==> src/rtl/core/bir_pkg.sv <==
`timescale 1ns / 1ps
// ----------------------------------------------------------------------------
// bir_pkg - shared definitions for the boot image receiver
// Opcodes, status codes, register indexes, field widths and the CRC-16
// byte update.
// ----------------------------------------------------------------------------
package bir_pkg;

  localparam int unsigned DefMaxImageBytes = 65536;

  localparam int unsigned OpW     = 2;
  localparam int unsigned ByteW   = 8;
  localparam int unsigned StatusW = 3;
  localparam int unsigned AddrW   = 16;
  localparam int unsigned CrcW    = 16;
  localparam int unsigned RegW    = 16;
  localparam int unsigned CountW  = 18;
  localparam int unsigned IdxW    = 2;
  localparam int unsigned InDataW  = 8;
  localparam int unsigned OutDataW = 48;

  // opcodes
  typedef enum logic [OpW-1:0] {
    OP_START  = 2'd0,
    OP_TICK   = 2'd1,
    OP_BYTE   = 2'd2,
    OP_UNUSED = 2'd3
  } op_t;

  // result status codes
  localparam logic [StatusW-1:0] ST_IGNORED  = 3'd0;
  localparam logic [StatusW-1:0] ST_ACCEPTED = 3'd1;
  localparam logic [StatusW-1:0] ST_EXCESS   = 3'd2;
  localparam logic [StatusW-1:0] ST_CRC_OK   = 3'd3;
  localparam logic [StatusW-1:0] ST_CRC_FAIL = 3'd4;
  localparam logic [StatusW-1:0] ST_TOO_MUCH = 3'd5;
  localparam logic [StatusW-1:0] ST_SHORT    = 3'd6;

  // register indexes
  localparam logic [IdxW-1:0] REG_PAYLOAD = 2'd0;
  localparam logic [IdxW-1:0] REG_TIMEOUT = 2'd1;
  localparam logic [IdxW-1:0] REG_POLY    = 2'd2;

  localparam logic [RegW-1:0]   RstPayload = 16'd0;
  localparam logic [RegW-1:0]   RstTimeout = 16'd1000;
  localparam logic [RegW-1:0]   RstPoly    = 16'h1021;
  localparam logic [RegW-1:0]   IdleTop    = 16'hFFFF;
  localparam logic [CountW-1:0] CountTop   = 18'h3FFFF;

  typedef struct packed {
    logic [CrcW-1:0]    computed_crc;
    logic               image_good;
    logic [ByteW-1:0]   store_data;
    logic [AddrW-1:0]   store_address;
    logic               store_valid;
    logic [StatusW-1:0] status;
  } res_t;

  // MSB-first CRC-16 over one byte, table entry formed on the fly
  function automatic logic [CrcW-1:0] crc16_byte(input logic [CrcW-1:0]  crc,
                                                 input logic [ByteW-1:0] data,
                                                 input logic [CrcW-1:0]  poly);
    logic [CrcW-1:0] r;
    r = {crc[15:8] ^ data, 8'h00};
    for (int i = 0; i < ByteW; i++) begin
      r = r[15] ? ({r[14:0], 1'b0} ^ poly) : {r[14:0], 1'b0};
    end
    return {crc[7:0], 8'h00} ^ r;
  endfunction

endpackage

==> src/rtl/core/boot_image_receiver_crc16_top.sv <==
`timescale 1ns / 1ps
// ----------------------------------------------------------------------------
// boot_image_receiver_crc16_top - CRC-16 checked download image receiver
// Byte stream receiver with buffer write-out, idle timeout and CRC verdict.
// ----------------------------------------------------------------------------
// Usage:
//   in_*  : one transfer per item. in_tuser carries the opcode (start, idle
//           tick, byte), in_tdata the received byte.
//   out_* : exactly one result transfer per input item, in order. out_tuser
//           carries the status, out_tdata the buffer write and CRC status.
//   cfg_* : register writes, taken at once; write only while idle.
// Each result is registered in the output register, or in the skid entry while the output stalls.
// Throughput: 1 item per cycle while in_tready is high; the CRC byte update, counters and compares
//   all sit between the state registers and the result register.
// Results leave through an output register backed by one skid entry, so
//   the input side keeps taking items while a result waits. If the receiver
//   stalls for more than one item, in_tready falls until the skid drains.
// Reset (synchronous, rst_n low): reception disarmed, counters and CRCs
//   cleared, registers back to their defaults, output empty.
// ----------------------------------------------------------------------------
module boot_image_receiver_crc16_top #(
  parameter int unsigned MAX_IMAGE_BYTES = bir_pkg::DefMaxImageBytes
) (
  input  logic                          clk,
  input  logic                          rst_n,
  // input stream
  input  logic                          in_tvalid,
  output logic                          in_tready,
  input  logic [bir_pkg::InDataW-1:0]   in_tdata,   // [7:0] byte_value
  input  logic [bir_pkg::OpW-1:0]       in_tuser,   // [1:0] opcode
  // result stream
  output logic                          out_tvalid,
  input  logic                          out_tready,
  // [0] store_valid, [16:1] store_address, [24:17] store_data,
  // [25] image_good, [41:26] computed_crc, [47:42] zero
  output logic [bir_pkg::OutDataW-1:0]  out_tdata,
  output logic [bir_pkg::StatusW-1:0]   out_tuser,  // [2:0] status
  // configuration
  input  logic                          cfg_we,
  input  logic [bir_pkg::IdxW-1:0]      cfg_index,
  input  logic [bir_pkg::RegW-1:0]      cfg_wdata
);
  import bir_pkg::*;

  localparam logic [CountW-1:0] MaxBytes = CountW'(MAX_IMAGE_BYTES);

  // configuration registers
  logic [RegW-1:0] payload_r, timeout_r, poly_r;

  // receiver state
  logic              receiving_r, receiving_nxt;
  logic [CountW-1:0] count_r, count_nxt;
  logic [RegW-1:0]   idle_r, idle_nxt;
  logic [CrcW-1:0]   crc_r, crc_nxt;
  logic [CrcW-1:0]   trailer_r, trailer_nxt;
  logic              passed_r, passed_nxt;

  // output register and skid entry
  logic out_valid_r, skid_valid_r;
  res_t out_r, skid_r, res;

  logic              accept;
  logic [CountW-1:0] expected;
  logic              fits;
  op_t               op;
  logic [ByteW-1:0]  din;

  assign in_tready = ~skid_valid_r;
  assign accept    = in_tvalid & in_tready;
  assign op        = op_t'(in_tuser);
  assign din       = in_tdata[ByteW-1:0];
  assign expected  = CountW'(payload_r) + CountW'(2);
  assign fits      = (expected <= MaxBytes);

  always_ff @(posedge clk) begin
    if (!rst_n) begin
      payload_r <= RstPayload;
      timeout_r <= RstTimeout;
      poly_r    <= RstPoly;
    end else if (cfg_we) begin
      unique case (cfg_index)
        REG_PAYLOAD: payload_r <= cfg_wdata;
        REG_TIMEOUT: timeout_r <= cfg_wdata;
        REG_POLY:    poly_r    <= cfg_wdata;
        default:     ;
      endcase
    end
  end

  always_comb begin
    receiving_nxt = receiving_r;
    count_nxt     = count_r;
    idle_nxt      = idle_r;
    crc_nxt       = crc_r;
    trailer_nxt   = trailer_r;
    passed_nxt    = passed_r;
    res           = '0;
    res.status    = ST_IGNORED;

    unique case (op)
      OP_START: begin
        receiving_nxt = 1'b1;
        count_nxt     = '0;
        idle_nxt      = '0;
        crc_nxt       = '0;
        trailer_nxt   = '0;
        passed_nxt    = 1'b0;
        res.status    = ST_ACCEPTED;
      end
      OP_TICK: begin
        if (receiving_r) begin
          if (idle_r != IdleTop) idle_nxt = idle_r + RegW'(1);
          if (idle_nxt >= timeout_r) begin
            receiving_nxt = 1'b0;
            if (count_r == expected && fits) begin
              passed_nxt = (trailer_r == crc_r);
              res.status = passed_nxt ? ST_CRC_OK : ST_CRC_FAIL;
            end else if (count_r >= expected) begin
              res.status = ST_TOO_MUCH;
            end else begin
              res.status = ST_SHORT;
            end
          end else begin
            res.status = ST_ACCEPTED;
          end
        end
      end
      OP_BYTE: begin
        if (receiving_r) begin
          idle_nxt = '0;
          if (count_r >= expected || count_r >= MaxBytes) begin
            res.status = ST_EXCESS;
          end else begin
            res.status        = ST_ACCEPTED;
            res.store_valid   = 1'b1;
            res.store_address = count_r[AddrW-1:0];
            res.store_data    = din;
            // payload feeds the CRC, the last two bytes form the trailer
            if (count_r < CountW'(payload_r)) crc_nxt = crc16_byte(crc_r, din, poly_r);
            else trailer_nxt = {trailer_r[7:0], din};
          end
          if (count_r != CountTop) count_nxt = count_r + CountW'(1);
        end
      end
      default: ;
    endcase

    res.image_good   = passed_nxt;
    res.computed_crc = crc_nxt;
  end

  always_ff @(posedge clk) begin
    if (!rst_n) begin
      receiving_r <= 1'b0;
      count_r     <= '0;
      idle_r      <= '0;
      crc_r       <= '0;
      trailer_r   <= '0;
      passed_r    <= 1'b0;
    end else if (accept) begin
      receiving_r <= receiving_nxt;
      count_r     <= count_nxt;
      idle_r      <= idle_nxt;
      crc_r       <= crc_nxt;
      trailer_r   <= trailer_nxt;
      passed_r    <= passed_nxt;
    end
  end

  // output register with one skid entry
  always_ff @(posedge clk) begin
    if (!rst_n) begin
      out_valid_r  <= 1'b0;
      skid_valid_r <= 1'b0;
    end else if (out_tready || !out_valid_r) begin
      if (skid_valid_r) begin
        out_valid_r  <= 1'b1;
        skid_valid_r <= 1'b0;
      end else begin
        out_valid_r <= accept;
      end
    end else if (accept) begin
      skid_valid_r <= 1'b1;
    end
  end

  always_ff @(posedge clk) begin
    if (out_tready || !out_valid_r) begin
      if (skid_valid_r) out_r <= skid_r;
      else if (accept)  out_r <= res;
    end else if (accept) begin
      skid_r <= res;
    end
  end

  assign out_tvalid = out_valid_r;
  assign out_tuser  = out_r.status;
  assign out_tdata  = {6'b0, out_r.computed_crc, out_r.image_good, out_r.store_data,
                       out_r.store_address, out_r.store_valid};

endmodule

==> config.mk <==
export PLATFORM = sky130hd
export DESIGN_NAME = boot_image_receiver_crc16_top
export DESIGN_NICKNAME = d
export VERILOG_FILES = /design/src/rtl/core/bir_pkg.sv /design/src/rtl/core/boot_image_receiver_crc16_top.sv
export SDC_FILE = /design/constraint.sdc
export NUM_CORES = 1
export LEC_CHECK = 0
export BUFFER_PORTS_ARGS = -buffer_cell sky130_fd_sc_hd__buf_2
export CAP_MARGIN = 40
export CORE_ASPECT_RATIO = 0.6
export CORE_UTILIZATION = 45
export CTS_CLUSTER_DIAMETER = 40
export DETAILED_ROUTE_END_ITERATION = 8
export HOLD_SLACK_MARGIN = 0.03
export PLACE_DENSITY = 0.71
export SYNTH_ARGS = -nofsm -noshare
export SYNTH_HDL_FRONTEND = slang
export SYNTH_SLANG_ARGS = --single-unit
==> constraint.sdc <==
create_clock -name clk -period 6.4 [get_ports clk]
set_clock_uncertainty 0.1 [all_clocks]
set_input_delay 0.96 -clock clk [delete_from_list [all_inputs] [get_ports clk]]
set_output_delay 0.96 -clock clk [all_outputs]
set_load 0.01 [all_outputs]
==> flow_summary_export.csv <==
group,metric,value,unit
synthesis,synth_flop_cell,"dfxtp_1",
synthesis,syn_inst,1599,
place,dp_cells,2003,
min_path,holdPathStages,2,
worst_setup_path,crit_path_end_kind,"flip-flop",
route,wirelength_met1,19700,µm
synthesis,netlist.area_leader.share,0.197,
clock_network,cts_tree,"done",
synthesis,yosysTopAreaCell,"edfxtp_1",
route,routed-wl-met3,4850,µm
worst_setup_path,r2r_slack,980,ps
clock_network,root_buffer,"clkbuf_16",
route,vias,12200,
power,p_sw,0.00102,W
place,gp_congestion,0.961,
finish,final_cell_area,15200,µm²
min_path,whs_endpoint,"payload_r[5]$_SDFFE_PN0P_",
global_route,grt_first_pass_wirelength,63300,µm
power,total_power,0.00343,W
timing,period_minus_slack,5420,ps
worst_setup_path,reg2reg_to,"out_tdata[26]$_DFFE_PP_",
timing,fin_crit_sh,0.846,
place,port_buffers,79,
finish,drive_gt1_frac,0.135,
power,intPower,0.00241,W
power,swShare,0.297,
synthesis,synth.area.top_cells,"edfxtp_1, dfxtp_1, nand2_1, xnor2_1, ha_1",
floorplan,std_cell_rows,49,
clock_network,cts-buffers-inserted,23,
worst_setup_path,arrival,5590,ps
clock_network,clock_latency,540,ps
global_route,grt_usage,0.262,
place,pre_cts_ws,932,ps
route,via_per_inst,5.94,
route,drc,0,
worst_setup_path,cp_slowest_cell,"nor4_1",
worst_setup_path,worstSetupStartpointType,"flip-flop",
worst_setup_path,r2r_cells,18,
worst_setup_path,slowest_delay,600,ps
place,place.detailed.hpwl,29600,µm
power,p_per_area,226,nW/µm²
worst_setup_path,crit_start,"payload_r[8]$_SDFFE_PN0P_",
route,wl,41100,µm
floorplan,dieArea,31300,µm²
route,wire_per_inst,20.1,µm
job,cap_violations,0,
clock_network,cts_max_level,1,
worst_setup_path,timing.rr.start,"payload_r[8]$_SDFFE_PN0P_",
route,wl_met2,16000,µm
timing,tightest_slew,982,ps
synthesis,ys_ff_latch,208,
timing,rsz0062_at_grt,"false",
floorplan,die_x,228,µm
route,dr.first_iter.drc_count,1661,
synthesis,async_flop_share,0,
floorplan,io_pins,86,
power,power.leakage,5.94,nW
synthesis,synthTopCellsByCount,"nand2_1, dfxtp_1, nor2_1, clkbuf_1, a21oi_1",
power,combPwrFrac,0.192,
floorplan,core_area,30000,µm²
finish,nets,1704,
synthesis,yosysMostFrequentCell,"nand2_1",
clock_network,cts_hold_buf,0,
global_route,grt_pass1_vias,10700,
worst_setup_path,required,6570,ps
outcome,status,"complete, no violations",
timing,slew_headroom,0.343,
synthesis,netlist_area,13700,µm²
floorplan,initial_core_util,0.458,
synthesis,syn_area_per_cell,8.59,µm²
timing,maxSlewViolCount,0,
global_route,overflow,0,
clock_network,cts.sinks,208,
timing,fin_tns_setup,0,ps
synthesis,yosys_warnings,0,
global_route,antenna_found_initial,1,
timing,setup_ws,984,ps
synthesis,synth.distinct_cells,78,
min_path,hold_class,"flip-flop to flip-flop",
finish,fin_cells,2046,
timing,finalHoldViolCount,0,
timing,setup_viol,0,
clock_network,cts_setup_buffers,0,
clock_network,post_cts_resized,0,
clock_network,cts.path.max_buffers,3,
timing,fmax,185,MHz
power,clock_power_share,0.384,
global_route,grt_start_max_net_pins,74,
route,ant_nets,0,
route,first_pass_iters,6,
worst_setup_path,cp_max_fo,14,
synthesis,ys_seq_area_frac,0.369,
power,ir_drop,182,µV
finish,area_growth,10.6,%
worst_setup_path,worstSetupPathType,"flip-flop to flip-flop",
worst_setup_path,path_cells,"nand3_1, nor3_1, nand2_1, nor4_1, nand3_1, xnor2_1, ha_1, nand4b_1, nor4_1, a211o_1, a31o_2, a21oi_1, nor3b_1, nand2_1, and3b_1, o21bai_2, a21o_1, mux2_2",
floorplan,die_y,137,µm
route,dr.max_layer_used,"met4",
power,p_seq_frac,0.424,
min_path,worstHoldStart,"payload_r[5]$_SDFFE_PN0P_",
place,place_area,14400,µm²
clock_network,clk_pin_slew_worst_paths,60,ps
synthesis,synth_edf_count,90,
## through the flow
step                       util  hold slack [ps]
final                     0.507              357
after global routing      0.507              375
after CTS                 0.507              357
after detailed placement  0.482              349
after global placement    0.481              343
after floorplan               -              336
## routing by layer
layer | vias to the layer above | global-route usage
met2 | 570 | 0.351
met3 | 55 | 0.0806
met5 | - | 0
li1 | 5780 | -
met4 | 0 | 0.0496
met1 | 5752 | 0.404
## state kept, by name, summed over array words and instances (netlist names)
register	count
skid_valid_r	1
out_tvalid	1
passed_r	1
receiving_r	1
skid_r	45
count_r	18
idle_r	16
poly_r	16
payload_r	16
timeout_r	16
crc_r	16
out_tdata	42
trailer_r	16
out_tuser	3
## cell families after synthesis
group	Yosys count	synth area share
AND/OR/NAND/NOR	565	0.186
AO/OA/AOI/OAI	423	0.210
flip-flops	208	0.369
buffers and inverters	170	0.0503
XOR/XNOR	135	0.103
adder cells (fa/ha/maj)	51	0.0464
multiplexers	46	0.0363
other	1	0.000273
## cell usage in the layout (no fill, tap or decap), types with 34 or more instances in the layout
cell / n
buf_4: 34
o21ai_0: 77
nor2_1: 108
a21o_1: 38
edfxtp_1: 90
a21oi_1: 92
xor2_1: 40
inv_1: 44
nand3_1: 60
xnor2_1: 76
ha_1: 51
dfxtp_1: 117
buf_2: 79
nand2_1: 261
## critical path, delay by kind of cell (launching register included)
family          cells  cell delay, ps
mux                 1             260
simple gates       10            2740
xor+xnor            1             160
flops               1             400
compound gates      5            1180
fa+ha+maj           1             300
## worst max-delay path by stage
stage | end | slack, ps | depth (start not counted)
3_5_place_dp | out_tdata[39]$_DFFE_PP_ | 930 | 14
3_3_place_gp | out_tdata[36]$_DFFE_PP_ | 840 | 15
6_report | out_tdata[26]$_DFFE_PP_ | 980 | 18
5_1_grt | out_tdata[37]$_DFFE_PP_ | 580 | 19
4_1_cts | out_tdata[26]$_DFFE_PP_ | 1080 | 18
2_1_floorplan | crc_r[10]$_SDFFE_PN0P_ | 1840 | 18
## layout make-up
cell class,count,area (µm²)
Tap cell,408,510
Antenna cell,1,2.50
Clock inverter,12,121
Inverter,46,173
Multi-Input combinational cell,1226,8010
Clock buffer,30,632
Fill cell,2741,14800
Sequential cell,208,5070
Timing Repair Buffer,115,682
## power groups by stage
| stage | registers, W | logic [W] | clock network [W] |
|---|---|---|---|
| 2_1_floorplan | 0.00147 | 0.000451 | 0 |
| 3_3_place_gp | 0.00148 | 0.000633 | 0 |
| 3_5_place_dp | 0.00148 | 0.000638 | 0 |
| 4_1_cts | 0.00145 | 0.000644 | 0.00133 |
| 5_1_grt | 0.00146 | 0.000707 | 0.00139 |
| 6_report | 0.00145 | 0.000660 | 0.00132 |
Note: power is estimated with default switching activity, not from simulation.
